[config.mk]
export PLATFORM = sky130hd
export DESIGN_NAME = best_fit_page_allocator
export DESIGN_NICKNAME = d
export VERILOG_FILES = /design/src/rtl/bfpa_pkg.sv /design/src/rtl/bfpa_cell.sv /design/src/rtl/best_fit_page_allocator.sv
export VERILOG_INCLUDE_DIRS = /design/src /design/src/rtl
export SDC_FILE = /design/constraint.sdc
export NUM_CORES = 2
export LEC_CHECK = 0
export ABC_AREA = 0
export CAP_MARGIN = 20
export CORE_MARGIN = 3
export CORE_UTILIZATION = 25
export DETAILED_ROUTE_END_ITERATION = 16
export DONT_BUFFER_PORTS = 1
export PLACE_DENSITY_LB_ADDON = 0.12
export SLEW_MARGIN = 5
export SYNTH_ARGS = -nofsm -noshare
export SYNTH_HDL_FRONTEND = slang
export SYNTH_SLANG_ARGS = --single-unit
[constraint.sdc]
create_clock -name clock -period 15.8 [get_ports clock]
set_clock_uncertainty 0.05 [all_clocks]
set_input_delay 0.79 -clock clock [delete_from_list [all_inputs] [get_ports clock]]
set_output_delay 0.79 -clock clock [all_outputs]
set_load 0.02 [all_outputs]
[src/rtl/best_fit_page_allocator_defines.svh]
// ----------------------------------------------------------------------------
// best_fit_page_allocator_defines
// assertion macros for the page allocator
// ----------------------------------------------------------------------------
`ifndef BEST_FIT_PAGE_ALLOCATOR_DEFINES_SVH
`define BEST_FIT_PAGE_ALLOCATOR_DEFINES_SVH
`ifndef SYNTHESIS
`define BFPA_ASSERT(label, clk, rst, prop) \
   label: assert property (@(posedge clk) disable iff (rst) prop) else $error("assertion failed");
`define BFPA_ASSERT_R(label, clk, prop) \
   label: assert property (@(posedge clk) prop) else $error("assertion failed");
`else
`define BFPA_ASSERT(label, clk, rst, prop)
`define BFPA_ASSERT_R(label, clk, prop)
`endif
`endif

[src/rtl/bfpa_pkg.sv]
// ----------------------------------------------------------------------------
// bfpa_pkg
// types and codes shared by the page allocator modules
// ----------------------------------------------------------------------------
`default_nettype none
package bfpa_pkg;
   localparam int unsigned IDX_W = 14;
   localparam int unsigned CNT_W = 15;

   // page space size, tied to the page index width
   localparam int unsigned PAGE_COUNT = 16384;
   localparam logic [CNT_W-1:0] PAGE_LIMIT = CNT_W'(PAGE_COUNT);

   localparam logic [1:0] CMD_ALLOC = 2'd0;
   localparam logic [1:0] CMD_FREE  = 2'd1;
   localparam logic [1:0] CMD_ADD   = 2'd2;
   localparam logic [1:0] CMD_SPARE = 2'd3;

   localparam logic [1:0] ST_OK     = 2'd0;
   localparam logic [1:0] ST_NOFIT  = 2'd1;
   localparam logic [1:0] ST_FULL   = 2'd2;
   localparam logic [1:0] ST_ZERO   = 2'd3;

   typedef struct packed {
      logic [1:0]       cmd;
      logic [IDX_W-1:0] page_index;
      logic [CNT_W-1:0] page_count;
   } req_type;

   typedef struct packed {
      logic [1:0]       status;
      logic [IDX_W-1:0] base_page;
      logic [CNT_W-1:0] pages_free;
   } rsp_type;

   typedef struct packed {
      logic [IDX_W-1:0] start;
      logic [CNT_W-1:0] len;
   } run_type;

   // operations that the controller drives into the chain of cells
   typedef enum logic [1:0] {
      OP_HOLD,
      OP_SHIFT_UP,
      OP_SHIFT_DOWN
   } op_type;

   typedef struct packed {
      op_type           op;
      logic             wr;
   } cell_ctl_type;

   typedef enum logic [1:0] {
      S_IDLE,
      S_SCAN,
      S_EDIT
   } state_type;
endpackage
`default_nettype wire

[src/rtl/bfpa_cell.sv]
// ----------------------------------------------------------------------------
// bfpa_cell
// one slot of the run table; shifts with its neighbours or takes a new run
// ----------------------------------------------------------------------------
`default_nettype none
module bfpa_cell (
   input  wire logic                   clock,
   input  wire bfpa_pkg::cell_ctl_type ctl,
   input  wire bfpa_pkg::run_type      wr_run,
   input  wire bfpa_pkg::run_type      from_prev,
   input  wire bfpa_pkg::run_type      from_next,
   output bfpa_pkg::run_type           run
);
   bfpa_pkg::run_type run_ff, run_in;

   always_comb begin
      run_in = run_ff;
      if (ctl.wr) begin
         run_in = wr_run;
      end else begin
         case (ctl.op)
            bfpa_pkg::OP_SHIFT_DOWN: run_in = from_next;
            bfpa_pkg::OP_SHIFT_UP:   run_in = from_prev;
            default:                 run_in = run_ff;
         endcase
      end
   end

   always_ff @(posedge clock) begin
      run_ff <= run_in;
   end

   assign run = run_ff;
endmodule
`default_nettype wire

[src/rtl/best_fit_page_allocator.sv]
// ----------------------------------------------------------------------------
// best_fit_page_allocator
// best-fit page run allocator with merge on free, run table in a cell chain
// ----------------------------------------------------------------------------
//  channel  direction  word
//  req_     in         cmd, page_index, page_count
//  rsp_     out        status, base_page, pages_free
//
//  a word is accepted in S_IDLE; S_SCAN rotates the table once through
//  cell 0, and S_EDIT applies the edit in place and registers the result.
//  reset clears the run count and the free total; table cells keep no reset.
//  a new word is taken while the last result still waits; its edit cycle
//  stalls until the output register is free.
`default_nettype none
`include "best_fit_page_allocator_defines.svh"
module best_fit_page_allocator #(
   parameter int unsigned MAX_RUNS   = 64
) (
   input  wire logic               clock,
   input  wire logic               reset,
   input  wire logic               req_valid,
   output logic                    req_ready,
   input  wire bfpa_pkg::req_type  req_data,
   output logic                    rsp_valid,
   input  wire logic               rsp_ready,
   output bfpa_pkg::rsp_type       rsp_data
);
   localparam int unsigned CW = $clog2(MAX_RUNS + 1);
   localparam int unsigned SW = $clog2(bfpa_pkg::PAGE_COUNT + 1) + 1;

   bfpa_pkg::run_type      cells [MAX_RUNS];
   bfpa_pkg::cell_ctl_type ctl [MAX_RUNS];
   bfpa_pkg::run_type      head;
   bfpa_pkg::run_type      ed_run;
   logic rot, ed_wr, ed_up, ed_down;
   logic [CW-1:0] ed_idx, ed_pos;

   bfpa_pkg::state_type state_ff, state_in;
   bfpa_pkg::req_type req_ff, req_in;
   logic [CW-1:0] count_ff, count_in;
   logic [bfpa_pkg::CNT_W-1:0] total_ff, total_in;
   logic [CW-1:0] step_ff, step_in;
   logic [CW-1:0] pos_ff, pos_in;
   logic [CW-1:0] best_ff, best_in;
   logic [bfpa_pkg::IDX_W-1:0] bstart_ff, bstart_in;
   logic [bfpa_pkg::CNT_W-1:0] blen_ff, blen_in;
   logic found_ff, found_in;
   logic mp_ff, mp_in, mn_ff, mn_in;
   logic [bfpa_pkg::IDX_W-1:0] pstart_ff, pstart_in;
   logic [bfpa_pkg::CNT_W-1:0] plen_ff, plen_in;
   logic [bfpa_pkg::CNT_W-1:0] nlen_ff, nlen_in;
   bfpa_pkg::rsp_type rsp_ff, rsp_in;
   logic rv_ff, rv_in;

   logic [SW-1:0] end_prev, in_end;
   logic in_range;
   logic merge_prev, merge_next;

   genvar g;
   generate
      for (g = 0; g < MAX_RUNS; g++) begin : g_cell
         bfpa_cell u_cell (
            .clock    (clock),
            .ctl      (ctl[g]),
            .wr_run   (ed_run),
            .from_prev(cells[(g + MAX_RUNS - 1) % MAX_RUNS]),
            .from_next(cells[(g + 1) % MAX_RUNS]),
            .run      (cells[g])
         );
      end
   endgenerate

   // per-cell control: rotate, close a gap, open a gap, write one slot
   always_comb begin
      for (int unsigned i = 0; i < MAX_RUNS; i++) begin
         ctl[i].op = bfpa_pkg::OP_HOLD;
         ctl[i].wr = 1'b0;
         if (rot || (ed_down && CW'(i) >= ed_pos)) begin
            ctl[i].op = bfpa_pkg::OP_SHIFT_DOWN;
         end else if (ed_up && CW'(i) > ed_pos) begin
            ctl[i].op = bfpa_pkg::OP_SHIFT_UP;
         end
         if (ed_wr && CW'(i) == ed_idx) begin
            ctl[i].wr = 1'b1;
         end
      end
   end

   assign head = cells[0];
   assign in_end = SW'(req_ff.page_index) + SW'(req_ff.page_count);
   assign end_prev = SW'(head.start) + SW'(head.len);
   assign in_range = (in_end <= SW'(bfpa_pkg::PAGE_COUNT)) &&
      (SW'(total_ff) + SW'(req_ff.page_count) <= SW'(bfpa_pkg::PAGE_COUNT));
   assign merge_prev = (req_ff.cmd == bfpa_pkg::CMD_FREE) && mp_ff;
   assign merge_next = (req_ff.cmd == bfpa_pkg::CMD_FREE) && mn_ff;

   always_ff @(posedge clock) begin
      if (reset) begin
         state_ff <= bfpa_pkg::S_IDLE;
         count_ff <= '0;
         total_ff <= '0;
         rv_ff    <= 1'b0;
      end else begin
         state_ff <= state_in;
         count_ff <= count_in;
         total_ff <= total_in;
         rv_ff    <= rv_in;
      end
   end

   always_ff @(posedge clock) begin
      req_ff <= req_in; step_ff <= step_in; pos_ff <= pos_in;
      best_ff <= best_in; bstart_ff <= bstart_in; blen_ff <= blen_in;
      found_ff <= found_in; mp_ff <= mp_in; mn_ff <= mn_in;
      pstart_ff <= pstart_in; plen_ff <= plen_in; nlen_ff <= nlen_in;
      rsp_ff <= rsp_in;
   end

   always_comb begin
      state_in = state_ff; req_in = req_ff; count_in = count_ff; total_in = total_ff;
      step_in = step_ff; pos_in = pos_ff; best_in = best_ff; bstart_in = bstart_ff;
      blen_in = blen_ff; found_in = found_ff; mp_in = mp_ff; mn_in = mn_ff;
      pstart_in = pstart_ff; plen_in = plen_ff; nlen_in = nlen_ff;
      rsp_in = rsp_ff; rv_in = rv_ff;
      rot = 1'b0; ed_wr = 1'b0; ed_up = 1'b0; ed_down = 1'b0;
      ed_idx = '0; ed_pos = '0; ed_run = head;
      req_ready = 1'b0;
      if (rv_ff && rsp_ready) begin
         rv_in = 1'b0;
      end
      case (state_ff)
         bfpa_pkg::S_IDLE: begin
            req_ready = 1'b1;
            if (req_valid) begin
               req_in = req_data; step_in = '0; pos_in = '0; found_in = 1'b0;
               mp_in = 1'b0; mn_in = 1'b0;
               state_in = bfpa_pkg::S_SCAN;
            end
         end
         bfpa_pkg::S_SCAN: begin
            // one full rotation: cell 0 holds entry step_ff
            rot = 1'b1;
            step_in = step_ff + 1'b1;
            if (step_ff == CW'(MAX_RUNS - 1)) begin
               state_in = bfpa_pkg::S_EDIT;
            end
            if (step_ff < count_ff) begin
               if (req_ff.cmd == bfpa_pkg::CMD_ALLOC) begin
                  if (head.len >= req_ff.page_count &&
                      (!found_ff || head.len < blen_ff)) begin
                     found_in = 1'b1; best_in = step_ff;
                     bstart_in = head.start; blen_in = head.len;
                  end
               end else if (head.start <= req_ff.page_index) begin
                  pos_in = step_ff + 1'b1;
                  mp_in = (end_prev == SW'(req_ff.page_index));
                  pstart_in = head.start; plen_in = head.len;
               end else if (step_ff == pos_ff) begin
                  mn_in = (in_end == SW'(head.start));
                  nlen_in = head.len;
               end
            end
         end
         bfpa_pkg::S_EDIT: begin
            // table is back in order; edit in place once the output is free
            if (!rv_ff || rsp_ready) begin
               state_in = bfpa_pkg::S_IDLE;
               rv_in = 1'b1;
               rsp_in = '0;
               rsp_in.status = bfpa_pkg::ST_OK;
               if (req_ff.cmd == bfpa_pkg::CMD_SPARE) begin
                  rsp_in.status = bfpa_pkg::ST_OK;
               end else if (req_ff.page_count == '0) begin
                  rsp_in.status = bfpa_pkg::ST_ZERO;
               end else if (req_ff.cmd == bfpa_pkg::CMD_ALLOC) begin
                  if (req_ff.page_count > total_ff || !found_ff) begin
                     rsp_in.status = bfpa_pkg::ST_NOFIT;
                  end else begin
                     rsp_in.base_page = bstart_ff;
                     total_in = total_ff - req_ff.page_count;
                     if (blen_ff > req_ff.page_count) begin
                        ed_wr = 1'b1; ed_idx = best_ff;
                        ed_run.start = bstart_ff + req_ff.page_count[bfpa_pkg::IDX_W-1:0];
                        ed_run.len = blen_ff - req_ff.page_count;
                     end else begin
                        ed_down = 1'b1; ed_pos = best_ff;
                        count_in = count_ff - 1'b1;
                     end
                  end
               end else if (!in_range) begin
                  rsp_in.status = bfpa_pkg::ST_NOFIT;
               end else if (merge_prev && merge_next) begin
                  ed_wr = 1'b1; ed_idx = pos_ff - 1'b1;
                  ed_run.start = pstart_ff;
                  ed_run.len = plen_ff + req_ff.page_count + nlen_ff;
                  ed_down = 1'b1; ed_pos = pos_ff;
                  count_in = count_ff - 1'b1;
                  total_in = total_ff + req_ff.page_count;
               end else if (merge_prev) begin
                  ed_wr = 1'b1; ed_idx = pos_ff - 1'b1;
                  ed_run.start = pstart_ff;
                  ed_run.len = plen_ff + req_ff.page_count;
                  total_in = total_ff + req_ff.page_count;
               end else if (merge_next) begin
                  ed_wr = 1'b1; ed_idx = pos_ff;
                  ed_run.start = req_ff.page_index;
                  ed_run.len = nlen_ff + req_ff.page_count;
                  total_in = total_ff + req_ff.page_count;
               end else if (count_ff >= CW'(MAX_RUNS)) begin
                  rsp_in.status = bfpa_pkg::ST_FULL;
               end else begin
                  ed_up = 1'b1; ed_pos = pos_ff;
                  ed_wr = 1'b1; ed_idx = pos_ff;
                  ed_run.start = req_ff.page_index;
                  ed_run.len = req_ff.page_count;
                  count_in = count_ff + 1'b1;
                  total_in = total_ff + req_ff.page_count;
               end
               rsp_in.pages_free = total_in;
            end
         end
         default: state_in = bfpa_pkg::S_IDLE;
      endcase
   end

   assign rsp_valid = rv_ff;
   assign rsp_data  = rsp_ff;

   `BFPA_ASSERT(a_cnt_max, clock, reset, count_ff <= CW'(MAX_RUNS))
   `BFPA_ASSERT(a_tot_max, clock, reset, total_ff <= bfpa_pkg::PAGE_LIMIT)
   `BFPA_ASSERT(a_rdy_idle, clock, reset, req_ready |-> state_ff == bfpa_pkg::S_IDLE)
   `BFPA_ASSERT_R(a_rst, clock, reset |=> !rsp_valid)
endmodule
`default_nettype wire

# Yosys cells after proc, flatten, opt, wreduce, memory -nomap -nowiden
# Index checks and enable logic that the tools add are counted.
[totals]
register_bits = 2040
word_cells = 1306
inputBits = 35
[op_classes]
bitwise_logic = 4
mux = 439
order_cmp = 137
eq_ne = 214
add_sub_neg = 14
n_reduce_logical = 349
[op_table]
columns = ["operator", "count"]
rows = [
  ["$pmux 29 s2", 64],
  ["$mux 29", 76],
  ["$mux 7", 35],
  ["$eq 6x7->1 const A", 32],
  ["$ge 6x7->1 const A", 32],
  ["$gt 6x7->1 const A", 32],
  ["$logic_and 1x1->1", 198],
  ["$reduce_bool 3->1", 64],
  ["$mux 1", 175],
  ["$mux 2", 74],
  ["$mux 15", 9],
  ["$eq 2x1->1 const B", 66],
  ["$eq 2x2->1 const B", 66],
  ["$eq 5x7->1 const A", 16],
  ["$ge 5x7->1 const A", 16],
  ["$gt 5x7->1 const A", 16],
  ["$logic_or 1x1->1", 67],
  ["$add 15x15->15", 4],
  ["$eq 4x7->1 const A", 8],
  ["$ge 4x7->1 const A", 8],
  ["$gt 4x7->1 const A", 8],
  ["$add 14x15->16", 2],
  ["$eq 16x14->1", 2],
  ["$le 16x15->1 const B", 2],
  ["other kinds (41)", 85],
]

# Depth between registers and ports, before layout
[logic_depth]
ltp_word = 18
ltp_mapped = 22
ltp_nobuf = 21

# Hierarchy
# From an unflattened synthesis, not the netlist that was laid out.
[unflattened]
hier_cells = 12752
hier_area_um2 = 131597.5
[by_module_without_submodules]
columns = ["module", "seq_area_each_um2", "area_each_um2", "cells_each", "instances"]
rows = [
  ["bfpa_cell", 870.8, 1779.2, 166, 64],
  ["best_fit_page_allocator", 5275.1, 17728.3, 2128, 1],
]

# Worst setup path after synthesis
# No wires, ideal clock.
[synth_timing]
kind = "reg2reg"
start = "register req_ff[1] in the netlist's numbering"
end = "register g_cell[11].u_cell.run_ff, in the netlist g_cell[11].u_cell.run[0] (enable)"
arrival_ps = 7667
setup_time_ps = 517
n_path_buf = 3
path_slack_ps = 7566
path_stages_with_launch = 18
path_cell_list = "edfxtp_1 > inv_1 > fa_1 > nor2b_1 > o31a_1 > o211ai_2 > and4_1 > or3_1 > or4_4 > o21a_1 > buf_4 > buf_6 > nor4_4 > nor2_1 > buf_2 > nand4_1 > a21oi_1 > o311ai_0"
[synth_between]
elab_chain_len = 15
word_cells_on_any_way = 60
cone_classes = "add/sub (2); order compare (6); eq/ne (3); mux (41); reduce/logical (8)"
[synth_lines]
columns = ["item", "line", "rtl"]
rows = [
  ["from (decl)", "best_fit_page_allocator.sv:39", "bfpa_pkg::req_type req_ff, req_in;"],
  ["from (signal assigned)", "best_fit_page_allocator.sv:112", "req_ff <= req_in; step_ff <= step_in; pos_ff <= pos_in;"],
  ["$add 14x15->16 / $add 15x15->16 (equally long branches)", "best_fit_page_allocator.sv:90, best_fit_page_allocator.sv:93", ""],
  ["$le 16x15->1 (on tied branches)", "best_fit_page_allocator.sv:92, best_fit_page_allocator.sv:93", ""],
  ["$logic_and 1x1->1", "best_fit_page_allocator.sv:92", "assign in_range = (in_end <= SW'(bfpa_pkg::PAGE_COUNT)) &&"],
  ["$mux 7", "best_fit_page_allocator.sv:190", "end else if (!in_range) begin"],
  ["$mux 7", "best_fit_page_allocator.sv:175", "end else if (req_ff.cmd == bfpa_pkg::CMD_ALLOC) begin"],
  ["$mux 7", "best_fit_page_allocator.sv:173", "end else if (req_ff.page_count == '0) begin"],
  ["$mux 7", "best_fit_page_allocator.sv:171", "if (req_ff.cmd == bfpa_pkg::CMD_SPARE) begin"],
  ["$mux 7", "best_fit_page_allocator.sv:166", "if (!rv_ff || rsp_ready) begin"],
  ["$mux 7", "best_fit_page_allocator.sv:131", "case (state_ff)"],
  ["$gt 4x7->1 / $ge 4x7->1 (equally long branches)", "best_fit_page_allocator.sv:80, best_fit_page_allocator.sv:78", ""],
  ["$logic_and 1x1->1 (on tied branches)", "best_fit_page_allocator.sv:80, best_fit_page_allocator.sv:78", ""],
  ["$mux 1 / $logic_or 1x1->1 (equally long branches)", "best_fit_page_allocator.sv:80, best_fit_page_allocator.sv:78", ""],
  ["$mux 2", "best_fit_page_allocator.sv:78", "if (rot || (ed_down && CW'(i) >= ed_pos)) begin"],
  ["$eq 2x2->1 / $eq 2x1->1 (equally long branches)", "bfpa_cell.sv:21", "case (ctl.op)"],
  ["$reduce_bool 3->1 (no source line) (*)", "--", ""],
  ["to (signal assigned)", "bfpa_cell.sv:30", "run_ff <= run_in;"],
  ["to (decl)", "bfpa_cell.sv:14", "bfpa_pkg::run_type run_ff, run_in;"],
]
# Mark *: on every way between the ends. The rest lies on a longest branch, timed or not.
# A chain may end at the register's enable or synchronous reset.

# Worst setup path after layout
[layout_timing]
start = "register req_ff[1] in the netlist's numbering"
end = "register g_cell[57].u_cell.run_ff, in the netlist g_cell[57].u_cell.run[9] (enable)"
[layout_between]
elab_chain_len = 15
word_cells_on_any_way = 60
cone_classes = "add/sub (2); order compare (6); eq/ne (3); mux (41); reduce/logical (8)"
[layout_lines]
columns = ["item", "line"]
rows = [
  ["$add 14x15->16 / $add 15x15->16 (equally long branches)", "best_fit_page_allocator.sv:90, best_fit_page_allocator.sv:93"],
  ["$le 16x15->1 (on tied branches)", "best_fit_page_allocator.sv:92, best_fit_page_allocator.sv:93"],
  ["$logic_and 1x1->1", "best_fit_page_allocator.sv:92"],
  ["$mux 7", "best_fit_page_allocator.sv:190"],
  ["$mux 7", "best_fit_page_allocator.sv:175"],
  ["$mux 7", "best_fit_page_allocator.sv:173"],
  ["$mux 7", "best_fit_page_allocator.sv:171"],
  ["$mux 7", "best_fit_page_allocator.sv:166"],
  ["$mux 7", "best_fit_page_allocator.sv:131"],
  ["$gt 6x7->1 / $ge 6x7->1 (equally long branches)", "best_fit_page_allocator.sv:80, best_fit_page_allocator.sv:78"],
  ["$logic_and 1x1->1 (on tied branches)", "best_fit_page_allocator.sv:80, best_fit_page_allocator.sv:78"],
  ["$mux 1 / $logic_or 1x1->1 (equally long branches)", "best_fit_page_allocator.sv:80, best_fit_page_allocator.sv:78"],
  ["$mux 2", "best_fit_page_allocator.sv:78"],
  ["$eq 2x2->1 / $eq 2x1->1 (equally long branches)", "bfpa_cell.sv:21"],
  ["$reduce_bool 3->1 (no source line) (*)", "--"],
  ["to (signal assigned)", "bfpa_cell.sv:30"],
  ["to (decl)", "bfpa_cell.sv:14"],
]
# Marks and branches as above.

==> run metrics <==
status=complete, no violations; Arr. time, crit path=9.20 ns; Detailed Routing Iterations Pass 1=6; largest family of logic cells by synthesized area=compound AO/OA/AOI/OAI gates; yosys warns=0; adder-cell area share of the yosys netlist=around 2.1%; clk root buf=clkbuf_16; part of the Yosys area used for sequential elements=53.6%; Slew Viols, Final=0; Post-synth EDFFs=about 2000; DR vias/cell=5.22; CP endpoint kind=flip-flop; Post-route DRC=0; H-Tree Depth=5; clk buf depth=4; I/O Buffers=0; Post-Syn Instances=10800; setup repair after global routing missed its margin=false; Min Hold Slack=0.0916 ns; CP Max Fanout=33; Worst Path Required=16.28 ns; commonest register cell after synthesis=edfxtp_1; fin nets=about 11000; RePlAce Congestion=roughly 0.95; fin crit share=about 55%; multiplexer share of the synthesized area=13.6%; Synth Area in Compound Gates=14.3%; share of layout cells above drive strength 1=9.38%; ANT nets after route=0; vias in the first global route=about 84000; f_max=115 MHz; hold depth=2; P&R area growth vs syn=14.9%; # rows=247; ys async rst share=0%; Avg Cell Area, Syn=10.5 um^2; worst slew pin tran=1.27 ns; routed vias=87400; Post-DP HPWL=364 mm; CTS tree=done; core box area=453000 um^2; Reg clk slew, reported paths=approximately 0.060 ns; Mapped Nets=11100; Synth Area in XOR/XNOR=about 1.0%; Starting Density=25.1%; Critical Path Start Type=flip-flop; Setup CP Type=flip-flop to flip-flop; DR WL/cell=31.1 um; Peak supply drop=between 60 and 70 uV; global-route wire length before repair=around 720 mm; Initial DRC Count=9453; Rel. slew slack=14.8%; Distinct cells, synth=92; min cycle time layout=8.72 ns; setup TNS=0 ns; Power per Cell Area=106 nW/um^2; TritonCTS Buffers=265; Final setup viols=0; gr usage total=21.7%; final hold violations=0; clock sink count=2040; DRT Wirelength=around 520 mm; mapped cell area=114000 um^2; worst reg2reg path depth=18; number of max-cap violations=0; Post-Synth Simple-Gate Area=11.6%; full die area=between 400000 and 500000 um^2; P_leak=between 0.04 and 0.05 uW; Worst-Skew Late Latency=0.93 ns; DIE HEIGHT=681 um; largest net degree at the start of global routing=86; chip width=681 um; I/O pin cnt=68; total grt overflow=0; flops & latches, synth=2040; antenna violations before repair=38; Hold WC Path Type=input pin to flip-flop
-- Yosys cell counts, types with 39 or more instances --
cell / instances / area (um^2)
nor4_1: 57 / 357
a211oi_1: 58 / 435
a21o_1: 74 / 556
nand3_1: 173 / 866
edfxtp_1: 2015 / 60500
ha_1: 181 / 2260
buf_1: 113 / 424
o21ai_0: 1276 / 6390
o211ai_1: 94 / 706
nand2b_1: 39 / 244
o21ai_1: 110 / 551
a31oi_1: 204 / 1280
inv_1: 104 / 390
xnor2_1: 98 / 858
nor3_1: 107 / 536
clkbuf_1: 589 / 2210
nor2_1: 810 / 3040
nand4_1: 70 / 438
a22oi_1: 54 / 405
nor2b_1: 52 / 325
mux2i_1: 1500 / 15000
o31ai_1: 44 / 330
buf_2: 215 / 1080
or3_1: 49 / 307
nand2_1: 1572 / 5900
a21oi_1: 629 / 3150
-- cell usage in the layout (no fill, tap or decap), types with 45 or more instances in the layout --
cell type	n
a211oi_1	53
a21o_1	55
a21oi_1	595
a22oi_1	53
a31oi_1	199
buf_4	349
clkbuf_1	62
clkbuf_16	274
clkinv_1	62
edfxtp_1	2015
ha_1	181
inv_1	102
mux2i_1	1500
nand2_1	1554
nand3_1	169
nand4_1	70
nor2_1	767
nor2b_1	52
nor3_1	84
nor4_1	49
o211ai_1	94
o21ai_0	1268
o21ai_1	102
or3_1	45
xnor2_1	98
-- state kept, by name (all words and copies together), names as in the netlist, 2 cells and up --
register and flops:
count_ff 7, step_ff 7, nlen_ff 15, req_ff 31, pos_ff 7, bstart_ff 14, plen_ff 15, state_ff 2
total_ff 15, pstart_ff 14, rsp_data 31, best_ff 7, blen_ff 15, g_cell.u_cell.run 1856
-- final timing paths --
kind | startpoint | end | slack, ns
setup / recovery | req_ff[1] | g_cell[57].u_cell.run[9] | 7.08
hold / removal | reset | count_ff[2] | 0.09
setup reg to reg | req_ff[1] | g_cell[57].u_cell.run[9] | 7.08
hold reg to reg | total_ff[0] | total_ff[0] | 0.45
-- per-stage QoR --
stage / setup WS [ns] / total power [uW] / cell area, um^2 / util, % / std cells
2_1_floorplan: 7.57 / 7310 / 114000 / - / 10800
3_5_place_dp: 7.21 / 8100 / 122000 / 26.9 / 16200
4_1_cts: 7.20 / 14000 / 130000 / 28.8 / 16700
3_3_place_gp: 7.28 / 8080 / 122000 / 26.9 / 16200
6_report: 7.08 / 13900 / 131000 / 28.8 / 16800
5_1_grt: 6.81 / 14300 / 131000 / 28.8 / 16700
-- repair_timing --
action	4_1_cts	5_1_grt
buffers inserted	0	0
hold endpoints to repair	47	0
hold buffers	32	0
gates resized for setup	0	0
-- per-layer routing --
layer	global-route usage, %	up-vias	part of all wire [%]
li1	-	39700	-
met1	29.5	43700	44
met2	34.0	3216	45
met3	3.14	796	5.8
met4	9.97	8	5.2
met5	0	-	0.013
-- cell families (layout without fill, tap and decap cells) --
group / count (synthesis) / in the layout
compound gates: 2813 / 2813
xor+xnor: 134 / 134
fa+ha+maj: 190 / 190
buf+inv: 1039 / 966
flops: 2040 / 2040
mux: 1536 / 1536
other cells: 0 / 24
simple gates: 3083 / 3083
-- report_power, final --
group	internal (uW)	switching, uW
Clock	3350	2520
Sequential	6360	325
Combinational	381	940
Total	10100	3790
-- final cells by class --
| class | count | area [um^2] |
|---|---|---|
| multi-input combinational | 7756 | 50200 |
| timing repair buffer | 411 | 3500 |
| sequential | 2040 | 61000 |
| clock buffer | 336 | 7090 |
| tap | 5976 | 7480 |
| inverter | 105 | 394 |
| clock inverter | 114 | 955 |
| antenna | 24 | 60.1 |
| fill | 46500 | 322000 |
-- critical path, cell delays in order (launching register included) --
cell and delay (ns):
edfxtp_1 0.78, inv_1 0.39, ha_1 0.40, nor2b_1 0.16
o31ai_1 0.48, a21oi_1 0.25, o21ai_0 0.90, a211o_1 0.85
buf_4 0.42, nor3_1 0.23, and2_1 0.36, nor3_1 1.04
o41ai_4 0.13, buf_4 0.35, nor3_2 0.27, buf_4 0.53
inv_1 0.10, nand4_1 0.12, buf_4 0.43
No activity file was read; power rests on OpenSTA's default activity.
